$ cat config.mk
export PLATFORM = sky130hd
export DESIGN_NAME = tlv_message_deframer_unit
export DESIGN_NICKNAME = d
export VERILOG_FILES = /design/src/hdl/tlvd_pkg.sv /design/src/hdl/tlvd_cfg_regs.sv /design/src/hdl/tlvd_type_match.sv /design/src/hdl/tlvd_parser.sv /design/src/hdl/tlv_message_deframer_unit.sv
export SDC_FILE = /design/constraint.sdc
export NUM_CORES = 1
export LEC_CHECK = 0
export ABC_CLOCK_PERIOD_IN_PS = 5100
export BUFFER_PORTS_ARGS = -buffer_cell sky130_fd_sc_hd__buf_2
export CAP_MARGIN = 40
export CORE_ASPECT_RATIO = 1.75
export CORE_MARGIN = 10
export CORE_UTILIZATION = 40
export DETAILED_ROUTE_END_ITERATION = 8
export PLACE_DENSITY_LB_ADDON = 0.12
export SLEW_MARGIN = 20
export SYNTH_ARGS = -nofsm -noshare
export SYNTH_HDL_FRONTEND = slang
export SYNTH_SLANG_ARGS = --single-unit
$ cat constraint.sdc
create_clock -name clk -period 5.1 [get_ports clk]
set_input_delay 1.275 -clock clk [delete_from_list [all_inputs] [get_ports clk]]
set_output_delay 1.275 -clock clk [all_outputs]
set_load 0.005 [all_outputs]
$ cat src/hdl/tlvd_pkg.sv
package tlvd_pkg;

  // size of the type name table and of the header fields
  localparam int NUM_NAMES    = 6;
  localparam int TYPE_ENTRIES = 6;
  localparam int NAME_W       = 32;
  localparam int LEN_W        = 32;
  localparam int TYPE_IDX_W   = 3;
  localparam int SIZE_W       = 3;
  localparam int CFG_IDX_W    = 3;
  localparam int BYTE_W       = 8;

  // configuration register indexes
  localparam logic [CFG_IDX_W-1:0] CFG_SIZE_IDX = CFG_IDX_W'(NUM_NAMES);

  typedef enum logic {
    OP_BYTE  = 1'b0,
    OP_CLEAR = 1'b1
  } op_t;

  typedef enum logic [1:0] {
    EV_HEADER  = 2'd0,
    EV_PAYLOAD = 2'd1,
    EV_EMPTY   = 2'd2,
    EV_ERROR   = 2'd3
  } event_t;

  typedef enum logic [1:0] {
    ERR_NONE    = 2'd0,
    ERR_TYPE    = 2'd1,
    ERR_IGNORED = 2'd2,
    ERR_RSVD    = 2'd3
  } err_t;

  typedef logic [NUM_NAMES-1:0][NAME_W-1:0] name_tbl_t;

  typedef struct packed {
    op_t               op;
    logic [BYTE_W-1:0] byte_value;
  } in_item_t;

  typedef struct packed {
    event_t                event_res;
    logic [TYPE_IDX_W-1:0] type_id;
    logic [LEN_W-1:0]      msg_length;
    logic [BYTE_W-1:0]     payload_byte;
    logic                  last;
    err_t                  error_code;
  } out_item_t;

  // type lookup result
  typedef struct packed {
    logic                  found;
    logic [TYPE_IDX_W-1:0] index;
  } match_t;

endpackage

$ cat src/hdl/tlvd_cfg_regs.sv
module tlvd_cfg_regs
  import tlvd_pkg::*;
(
  input  logic                 clk,
  input  logic                 rst_n,
  input  logic                 cfg_valid,
  output logic                 cfg_ready,
  input  logic [CFG_IDX_W-1:0] cfg_index,
  input  logic [NAME_W-1:0]    cfg_data,
  output name_tbl_t            names,
  output logic [SIZE_W-1:0]    table_size
);

  name_tbl_t          names_r, names_nxt;
  logic [SIZE_W-1:0]  size_r, size_nxt;

  assign cfg_ready = 1'b1;

  // decode the register index of a write beat
  always_comb begin
    names_nxt = names_r;
    size_nxt  = size_r;
    if (cfg_valid) begin
      for (int i = 0; i < NUM_NAMES; i++) begin
        if (cfg_index == CFG_IDX_W'(i)) begin
          names_nxt[i] = cfg_data;
        end
      end
      if (cfg_index == CFG_SIZE_IDX) begin
        size_nxt = cfg_data[SIZE_W-1:0];
      end
    end
  end

  always_ff @(posedge clk) begin
    if (!rst_n) begin
      names_r <= '0;
      size_r  <= '0;
    end else begin
      names_r <= names_nxt;
      size_r  <= size_nxt;
    end
  end

  assign names      = names_r;
  assign table_size = size_r;

endmodule

$ cat src/hdl/tlvd_type_match.sv
module tlvd_type_match
  import tlvd_pkg::*;
(
  input  logic [NAME_W-1:0] type_word,
  input  name_tbl_t         names,
  input  logic [SIZE_W-1:0] table_size,
  output match_t            match
);

  logic [SIZE_W-1:0] used;

  // entries beyond the table are never searched
  assign used = (table_size > SIZE_W'(TYPE_ENTRIES)) ? SIZE_W'(TYPE_ENTRIES) : table_size;

  // parallel compare, lowest matching entry wins
  always_comb begin
    match = '0;
    for (int i = TYPE_ENTRIES - 1; i >= 0; i--) begin
      if ((SIZE_W'(i) < used) && (names[i] == type_word)) begin
        match.found = 1'b1;
        match.index = TYPE_IDX_W'(i);
      end
    end
  end

endmodule

$ cat src/hdl/tlvd_parser.sv
module tlvd_parser
  import tlvd_pkg::*;
(
  input  logic              clk,
  input  logic              rst_n,
  input  logic              in_valid,
  output logic              in_ready,
  input  in_item_t          in_item,
  output logic              out_valid,
  input  logic              out_ready,
  output out_item_t         out_item,
  output logic [NAME_W-1:0] type_word,
  input  match_t            match
);

  typedef enum logic [1:0] {
    ST_TYPE = 2'd0,
    ST_LEN  = 2'd1,
    ST_DATA = 2'd2,
    ST_ERR  = 2'd3
  } stage_t;

  localparam logic [1:0] HDR_LAST = 2'd3;

  logic                  in_vld_r;
  in_item_t              in_item_r;
  logic                  out_vld_r;
  out_item_t             out_item_r;

  stage_t                stage_r, stage_nxt;
  logic [1:0]            hdr_cnt_r, hdr_cnt_nxt;
  logic [NAME_W-9:0]     type_shift_r, type_shift_nxt;
  logic [TYPE_IDX_W-1:0] type_idx_r, type_idx_nxt;
  logic [LEN_W-1:0]      len_r, len_nxt;
  logic [LEN_W-1:0]      remain_r, remain_nxt;
  out_item_t             res;

  logic                  is_clear;
  logic                  adv;
  logic [LEN_W-1:0]      len_shifted;

  // a clear beat leaves no result, so it never waits on the output
  assign is_clear = (in_item_r.op == OP_CLEAR);
  assign adv      = in_vld_r && (is_clear || !out_vld_r || out_ready);
  assign in_ready = !in_vld_r || adv;

  assign type_word   = {type_shift_r, in_item_r.byte_value};
  assign len_shifted = {len_r[LEN_W-9:0], in_item_r.byte_value};

  // next parser state and result for the registered beat
  always_comb begin
    stage_nxt      = stage_r;
    hdr_cnt_nxt    = hdr_cnt_r;
    type_shift_nxt = type_shift_r;
    type_idx_nxt   = type_idx_r;
    len_nxt        = len_r;
    remain_nxt     = remain_r;
    res            = '0;
    res.event_res  = EV_HEADER;
    res.error_code = ERR_NONE;
    if (is_clear) begin
      stage_nxt      = ST_TYPE;
      hdr_cnt_nxt    = '0;
      type_shift_nxt = '0;
      type_idx_nxt   = '0;
      len_nxt        = '0;
      remain_nxt     = '0;
    end else begin
      case (stage_r)
        ST_TYPE: begin
          type_shift_nxt = type_word[NAME_W-9:0];
          if (hdr_cnt_r != HDR_LAST) begin
            hdr_cnt_nxt = hdr_cnt_r + 2'd1;
          end else begin
            hdr_cnt_nxt = '0;
            if (match.found) begin
              type_idx_nxt = match.index;
              stage_nxt    = ST_LEN;
              len_nxt      = '0;
              res.type_id  = match.index;
            end else begin
              stage_nxt      = ST_ERR;
              res.event_res  = EV_ERROR;
              res.error_code = ERR_TYPE;
            end
          end
        end
        ST_LEN: begin
          len_nxt     = len_shifted;
          res.type_id = type_idx_r;
          if (hdr_cnt_r != HDR_LAST) begin
            hdr_cnt_nxt = hdr_cnt_r + 2'd1;
          end else begin
            hdr_cnt_nxt = '0;
            remain_nxt  = len_shifted;
            if (len_shifted == '0) begin
              // empty message ends right here
              stage_nxt      = ST_TYPE;
              type_shift_nxt = '0;
              res.event_res  = EV_EMPTY;
            end else begin
              stage_nxt      = ST_DATA;
              res.msg_length = len_shifted;
            end
          end
        end
        ST_DATA: begin
          remain_nxt       = remain_r - LEN_W'(1);
          res.event_res    = EV_PAYLOAD;
          res.type_id      = type_idx_r;
          res.msg_length   = len_r;
          res.payload_byte = in_item_r.byte_value;
          res.last         = (remain_r == LEN_W'(1));
          if (remain_r == LEN_W'(1)) begin
            stage_nxt      = ST_TYPE;
            type_shift_nxt = '0;
          end
        end
        default: begin
          res.event_res  = EV_ERROR;
          res.type_id    = type_idx_r;
          res.msg_length = len_r;
          res.error_code = ERR_IGNORED;
        end
      endcase
    end
  end

  // input register, parser state and result register
  always_ff @(posedge clk) begin
    if (!rst_n) begin
      in_vld_r     <= 1'b0;
      in_item_r    <= '0;
      out_vld_r    <= 1'b0;
      out_item_r   <= '0;
      stage_r      <= ST_TYPE;
      hdr_cnt_r    <= '0;
      type_shift_r <= '0;
      type_idx_r   <= '0;
      len_r        <= '0;
      remain_r     <= '0;
    end else begin
      if (in_ready) begin
        in_vld_r <= in_valid;
      end
      if (in_ready && in_valid) begin
        in_item_r <= in_item;
      end
      if (adv) begin
        stage_r      <= stage_nxt;
        hdr_cnt_r    <= hdr_cnt_nxt;
        type_shift_r <= type_shift_nxt;
        type_idx_r   <= type_idx_nxt;
        len_r        <= len_nxt;
        remain_r     <= remain_nxt;
      end
      if (adv && !is_clear) begin
        out_vld_r  <= 1'b1;
        out_item_r <= res;
      end else if (out_ready) begin
        out_vld_r <= 1'b0;
      end
    end
  end

  assign out_valid = out_vld_r;
  assign out_item  = out_item_r;

endmodule

$ cat src/hdl/tlv_message_deframer_unit.sv
// TLV message deframer
// in channel: one beat per stream byte (op = byte) or a clear beat (op = clear)
//   that drops the parser back to waiting for a type word; clear gives no result.
// out channel: one result beat per stream byte, carrying the event, the matched
//   type index, the message length, the payload byte, last and an error code.
// cfg channel: index 0..5 writes a four-character type name, index 6 the number
//   of names in use; always ready. The user must write it only while no byte
//   is in flight; the block does not enforce this. A byte passes the input
//   register, then the result register, before its result shows at out_valid.
// Throughput: one byte per cycle unless the receiver stalls; the type compare
//   against all names runs in parallel and the length counter steps once per byte.
// A finished result waits in the result register while the next byte sits in
//   the input register; when the receiver stalls both fill and in_ready drops
//   until out_ready returns, unless the waiting beat is a clear.
// Reset: parser waits for a type word, names and table size read zero, so
//   every type word is an error until the table is written.
module tlv_message_deframer_unit
  import tlvd_pkg::*;
(
  input  logic                 clk,
  input  logic                 rst_n,
  input  logic                 in_valid,
  output logic                 in_ready,
  input  in_item_t             in_item,
  output logic                 out_valid,
  input  logic                 out_ready,
  output out_item_t            out_item,
  input  logic                 cfg_valid,
  output logic                 cfg_ready,
  input  logic [CFG_IDX_W-1:0] cfg_index,
  input  logic [NAME_W-1:0]    cfg_data
);

  name_tbl_t          names;
  logic [SIZE_W-1:0]  table_size;
  logic [NAME_W-1:0]  type_word;
  match_t             match;

  tlvd_cfg_regs u_cfg_regs (
    .clk        (clk),
    .rst_n      (rst_n),
    .cfg_valid  (cfg_valid),
    .cfg_ready  (cfg_ready),
    .cfg_index  (cfg_index),
    .cfg_data   (cfg_data),
    .names      (names),
    .table_size (table_size)
  );

  tlvd_type_match u_type_match (
    .type_word  (type_word),
    .names      (names),
    .table_size (table_size),
    .match      (match)
  );

  tlvd_parser u_parser (
    .clk       (clk),
    .rst_n     (rst_n),
    .in_valid  (in_valid),
    .in_ready  (in_ready),
    .in_item   (in_item),
    .out_valid (out_valid),
    .out_ready (out_ready),
    .out_item  (out_item),
    .type_word (type_word),
    .match     (match)
  );

  // payload and last only travel with payload events
  a_payload_only: assert property (@(posedge clk) disable iff (!rst_n)
    out_valid && (out_item.event_res != EV_PAYLOAD)
      |-> (out_item.payload_byte == '0) && !out_item.last)
    else $error("payload fields set on a non-payload result");

  // error code only with error events
  a_error_only: assert property (@(posedge clk) disable iff (!rst_n)
    out_valid && (out_item.error_code != ERR_NONE) |-> (out_item.event_res == EV_ERROR))
    else $error("error code on a non-error result");

  // a match never points past the names in use
  a_match_in_table: assert property (@(posedge clk) disable iff (!rst_n)
    match.found |-> (SIZE_W'(match.index) < table_size)
                    && (match.index < TYPE_IDX_W'(TYPE_ENTRIES)))
    else $error("type match outside the table");

  // an empty message reports zero length
  a_empty_len: assert property (@(posedge clk) disable iff (!rst_n)
    out_valid && (out_item.event_res == EV_EMPTY) |-> (out_item.msg_length == '0))
    else $error("empty message with nonzero length");

endmodule
==> impl_metrics.json, run 1 <==
{
  "fp.dieH_um": 288,
  "crit_path_end_kind": "register",
  "initial_utilization_pct": 40.3,
  "die_x_um": 173,
  "grt.total_usage_pct": 26.5,
  "seqPwrFrac_pct": 45.2,
  "leakagePower_uw": 0.00735,
  "io_pins": 100,
  "drt.antenna.violating_nets": 0,
  "row_count": 98,
  "ys_ff_latch": 349,
  "fin_setup_tns_ns": 0,
  "dp_hpwl_um": 49200,
  "p_switching_uw": 1710,
  "drive_above_1_share_pct": 11.1,
  "p_clk_share_pct": 43.8,
  "switching_share_pct": 27.1,
  "crit_family": "simple AND/OR/NAND/NOR gates",
  "multi_input_area_sq_um": 8650,
  "ys_warn_count": 0,
  "cts_resized": 0,
  "layout_min_cycle_time_ns": 3.89,
  "max-cap-violations": 0,
  "clk_pin_slew_worst_paths_ns": 0.07,
  "final_util_pct": 45.5,
  "rsz0062_at_grt": "no",
  "vias": 15400,
  "critPathMaxFanout": 25,
  "period_share_pct": 76.3,
  "insertion_delay_ns": 0.55,
  "synthDominantCellAreaShare_pct": 42.6,
  "syn_inst": 2077,
  "cts.path.max_buffers": 3,
  "io_buffer_count": 98,
  "crit_type": "register to register",
  "cts_made_buffers": 35,
  "synth_nets": 2133,
  "grt_first_pass_wirelength_um": 100000,
  "hold_path.class": "register to register",
  "path_buf_inv": 1,
  "synth_area_sq_um": 16400,
  "ff_latch_area_sq_um": 6990,
  "dieArea_sq_um": 49800,
  "antenna_found_initial": 3,
  "synth.top_cells.by_count": "447 x nand2_1, 349 x dfxtp_1, 287 x a21oi_1",
  "setup_viol": 0,
  "final_cells": 2675,
  "holdBufCountCts": 0,
  "avgRoutedWirePerCell_um": 25.6,
  "slew-limit-headroom_pct": 42.9,
  "fmax_ghz": 0.257,
  "cp.required_ns": 5.53,
  "clock-sinks": 349,
  "gp_congestion": 1.00,
  "status": "finished, final reports clean",
  "drc": 0,
  "routed_via_density": 5.77,
  "cpMaxStageDelayCell": "or4_1",
  "grt.overflow.total": 0,
  "cp.arrival_ns": 4.32,
  "synth_edf_count": 0,
  "crit_chain": "nor3_1, nand4_1, or4_1, o21ai_1, a21oi_2, buf_4, nor2_4, nand3_1, a21oi_1",
  "synth-main-ff-cell": "dfxtp_1",
  "worst_setup_path_start_kind": "register",
  "p_comb_share_pct": 11.0,
  "yosysMostFrequentCell": "nand2_1",
  "async_flop_share_pct": 0,
  "first_pass_iters": 7,
  "yosysSeqAreaShare_pct": 42.6,
  "drt_iter0_markers": 1407,
  "root_buffer": "clkbuf_16",
  "skew_ns": 0.0249,
  "cts_tree": "done",
  "yosys-top-cells-area": "dfxtp_1 43%, nand2_1 10%, a21oi_1 8.8%",
  "n_antenna_cell": 0,
  "core_sq_um": 40700,
  "drt_wl_total_um": 68400,
  "fin_nets": 2156,
  "grt_max_degree": 132,
  "slew_viol_final": 0,
  "cts.htree.levels": 2,
  "synthDistinctLibCells": 72,
  "n_fill_cell": 4172,
  "cp_slowest_stage_delay_ns": 0.69,
  "whs_ns": 0.452,
  "place_inst": 2611,
  "max_slew.worst_pin.slew_ns": 0.849,
  "p_per_area_nw_per_um2": 340,
  "syn_area_per_cell_sq_um": 7.90,
  "hold_viol": 0,
  "max-vdd-ir-drop_mv": 0.207,
  "synth_top_area_cell": "dfxtp_1",
  "power.internal_uw": 4600,
  "grt_pass1_vias": 14900,
  "cts_setup_buffers": 0,
  "syn_to_final_growth_pct": 13.0
}
==> cells in the final DEF, fill, tap and decap left out, types with 4 or more instances in the layout <==
| cell type | instances |
|---|---|
| a21oi_1 | 287 |
| a221oi_1 | 34 |
| a22o_1 | 33 |
| a22oi_1 | 6 |
| a31oi_1 | 6 |
| and2_1 | 5 |
| and3_1 | 5 |
| buf_2 | 98 |
| buf_4 | 44 |
| bufinv_16 | 4 |
| clkbuf_1 | 6 |
| clkbuf_16 | 35 |
| clkbuf_8 | 9 |
| clkinv_2 | 4 |
| dfxtp_1 | 349 |
| ha_1 | 6 |
| inv_1 | 15 |
| mux2i_1 | 4 |
| nand2_1 | 445 |
| nand2b_1 | 8 |
| nand3_1 | 72 |
| nand4_1 | 21 |
| nand4b_1 | 5 |
| nor2_1 | 104 |
| nor2_2 | 5 |
| nor2b_1 | 25 |
| nor3_1 | 70 |
| nor4_1 | 60 |
| o21ai_0 | 76 |
| o31ai_1 | 6 |
| or3_1 | 7 |
| or4_1 | 5 |
| xnor2_1 | 49 |
| xor2_1 | 140 |
==> through the flow <==
| stage | total power [uW] | area (sq um) | setup slack [ns] |
|---|---|---|---|
| after floorplan | 3300 | 16400 | 1.99 |
| after global placement | 3590 | 17200 | 1.24 |
| after detailed placement | 3600 | 17300 | 1.28 |
| after CTS | 6340 | 18500 | 1.25 |
| after global routing | 6500 | 18500 | 1.14 |
| final | 6310 | 18500 | 1.21 |
==> registers in the layout, indices dropped and copies added (netlist names) <==
name                   cells
u_parser.type_idx_r        3
u_parser.in_vld_r          1
u_parser.len_r            32
u_parser.out_item         48
u_parser.is_clear          1
u_parser.remain_r         32
u_parser.type_shift_r     24
u_cfg_regs.names         192
u_cfg_regs.table_size      3
u_parser.stage_r           2
u_parser.out_valid         1
u_parser.type_word         8
u_parser.hdr_cnt_r         2
==> per-layer routing <==
layer  vias to the layer above  GRT usage, %  wire, um
met5                         -             0        13
li1                       7193             -         -
met4                         2          19.6      5510
met2                       570          49.2     35700
met3                       206          3.25      3010
met1                      7454          26.8     24100
==> tightest hold or removal path: stages (launching register included) <==
cell,delay [ns]
dfxtp_1,0.31
nand2_1,0.05
a21oi_1,0.05
==> cell families (layout without fill, tap and decap cells) <==
logic type | Yosys count | count (layout) | share of synthesized area (%)
other cells | 1 | 1 | 0.0229
buf+inv | 180 | 228 | 5.03
mux | 4 | 4 | 0.244
fa+ha+maj | 7 | 7 | 0.534
compound gates | 483 | 483 | 17.4
flops | 349 | 349 | 42.6
xor+xnor | 190 | 190 | 10.2
simple gates | 863 | 863 | 24.0
==> worst paths after layout <==
| path | to | slack, ns | cells after the start | startpoint |
|---|---|---|---|---|
| setup / recovery | u_parser.type_shift_r[8] | 1.21 | 9 | u_parser.remain_r[10] |
| hold / removal | u_parser.out_item[1] | 0.45 | 2 | u_parser.out_item[1] |
| setup reg to reg | u_parser.type_shift_r[8] | 1.21 | 9 | u_parser.remain_r[10] |
| hold reg to reg | u_parser.out_item[1] | 0.45 | 2 | u_parser.out_item[1] |
==> final cells by class <==
cell class | count | share of cell area [%]
multi-input combinational | 1548 | 46.6
clock buffer | 50 | 5.51
sequential | 349 | 37.7
inverter | 17 | 0.385
clock inverter | 12 | 0.938
timing repair buffer | 149 | 5.14
tap | 550 | 3.71
==> power by group through the flow <==
stage | combinational [uW] | clock [uW] | sequential [uW]
3_5_place_dp | 685 | 0 | 2910
2_1_floorplan | 413 | 0 | 2890
3_3_place_gp | 682 | 0 | 2910
4_1_cts | 687 | 2800 | 2850
6_report | 696 | 2760 | 2850
5_1_grt | 744 | 2900 | 2860
Note: power is estimated with default switching activity, not from simulation.
==> run 2: changes to the inputs <==
- ABC_CLOCK_PERIOD_IN_PS: 5100 -> 3800
- clock period: 5.1 -> 3.8 ns (I/O delays scaled with it)
==> impl_metrics.json, run 2 (synthesized netlist as in run 1, its figures left out) <==
{
  "worst_setup_path_start_kind": "register",
  "n_antenna_cell": 0,
  "layout_commonest_cell": "nand2_1",
  "power.internal_uw": 6140,
  "gp_congestion": 0.979,
  "switching_share_pct": 27.3,
  "finish.instance_area_sq_um": 18600,
  "cts_made_buffers": 37,
  "setup_viol": 0,
  "status": "finished, final reports clean",
  "grt_max_degree": 105,
  "fin_nets": 2167,
  "cpMaxStageDelayCell": "dfxtp_1",
  "max-vdd-ir-drop_mv": 0.345,
  "die_x_um": 173,
  "cts_tree": "done",
  "grt_pass1_vias": 14900,
  "reg2reg_depth": 9,
  "p_clk_share_pct": 43.6,
  "grt_first_pass_wirelength_um": 99900,
  "insertion_delay_ns": 0.55,
  "hold_viol": 0,
  "drt.antenna.violating_nets": 0,
  "cts.htree.levels": 2,
  "routed_via_density": 5.70,
  "crit_chain": "xor2_1, nor3_1, nand3_1, nor4_1, a2111oi_4, a31o_1, a21oi_4, buf_12, a22o_1",
  "hold_path.class": "register to register",
  "row_count": 98,
  "slew_viol_final": 0,
  "initial_utilization_pct": 40.3,
  "dieArea_sq_um": 49800,
  "drc": 0,
  "clock-sinks": 349,
  "p_per_area_nw_per_um2": 454,
  "place_inst": 2622,
  "grt.overflow.total": 0,
  "skew_ns": 0.0188,
  "cts_resized": 0,
  "fmax_ghz": 0.306,
  "critPathMaxFanout": 32,
  "clk_pin_slew_worst_paths_ns": 0.06,
  "p_switching_uw": 2310,
  "avgRoutedWirePerCell_um": 25.4,
  "leakagePower_uw": 0.00739,
  "syn_to_final_growth_pct": 13.3,
  "slew-limit-headroom_pct": 46.2,
  "cts_setup_buffers": 0,
  "max-cap-violations": 0,
  "most-common-layout-cells": "446 x nand2_1, 349 x dfxtp_1, 287 x a21oi_1",
  "dp_hpwl_um": 50000,
  "cp_slowest_stage_delay_ns": 0.82,
  "cts.path.max_buffers": 3,
  "whs_path_depth": 2,
  "final_cells": 2688,
  "first_pass_iters": 5,
  "largest_register_ffs": 192,
  "drive_above_1_share_pct": 11.3,
  "p_comb_share_pct": 11.1,
  "vias": 15300,
  "crit_path_end_kind": "register",
  "max_slew.worst_pin.slew_ns": 0.801,
  "antenna_found_initial": 3,
  "rsz0062_at_grt": "no",
  "crit_type": "register to register",
  "fin_setup_tns_ns": 0,
  "drt_iter0_markers": 1234,
  "layout_min_cycle_time_ns": 3.26,
  "root_buffer": "clkbuf_16",
  "placedInstanceArea_sq_um": 17400,
  "core_sq_um": 40700,
  "io_pins": 100,
  "holdBufCountCts": 0,
  "grt.total_usage_pct": 26.5,
  "cp.arrival_ns": 3.76,
  "period_share_pct": 85.9,
  "cp.required_ns": 4.29,
  "drt_wl_total_um": 68400,
  "seqPwrFrac_pct": 45.3,
  "fp.dieH_um": 288,
  "io_buffer_count": 98
}
==> run 2: cell count changes in the layout (fill, tap and decap cells not counted), sizes merged <==
| cell | change |
|---|---|
| inv | +1 |
| buf | +10 |
| clkinv | +3 |
| clkinvlp | -1 |
| clkbuf | +1 |
| bufinv | -1 |
==> run 2: area by class of cell <==
type | instances | area (sq um)
inverters | 17 | 71.3
multi-input cells | 1548 | 8640
clock inverters | 14 | 174
flip-flops and latches | 349 | 6990
repair buffers | 158 | 1010
well taps | 550 | 688
fillers | 4205 | 22100
clock buffers | 52 | 1020
==> run 2: layer usage <==
| layer | vias up | wire length [um] | GRT usage, % |
|---|---|---|---|
| li1 | 7233 | - | - |
| met1 | 7312 | 24100 | 26.7 |
| met2 | 568 | 34900 | 48.5 |
| met3 | 203 | 2950 | 2.98 |
| met4 | 0 | 6340 | 22.1 |
| met5 | - | 0 | 0 |
==> run 2: worst paths after layout <==
check	startpoint	end	slack (ns)
max	u_parser.type_shift_r[17]	u_parser.len_r[11]	0.54
min	u_parser.out_item[4]	u_parser.out_item[4]	0.45
max reg2reg	u_parser.type_shift_r[17]	u_parser.len_r[11]	0.54
min reg2reg	u_parser.out_item[4]	u_parser.out_item[4]	0.45
==> run 2: worst max-delay path, delay by kind of cell (launching register included) <==
kind / cells / cell delay (ns)
simple gates: 3 / 1.24
xor+xnor: 1 / 0.17
flops: 1 / 0.82
compound gates: 4 / 0.76
buf+inv: 1 / 0.20
==> run 2: power groups by stage <==
stage	Sequential, uW	Clock (uW)	Combinational [uW]
floorplan	3870	0	554
global placement	3900	0	931
detailed placement	3910	0	931
CTS	3820	3740	935
global route	3830	3870	1010
finish	3820	3690	941
==> run 2: stage by stage <==
stage | hold slack [ns] | util (%) | total power [uW] | setup slack [ns]
after detailed placement | 0.450 | 42.7 | 4840 | 0.593
final | 0.452 | 45.7 | 8450 | 0.536
after CTS | 0.458 | 45.7 | 8500 | 0.604
after floorplan | 0.442 | - | 4430 | 1.18
after global routing | 0.481 | 45.7 | 8720 | 0.433
after global placement | 0.444 | 42.7 | 4830 | 0.652
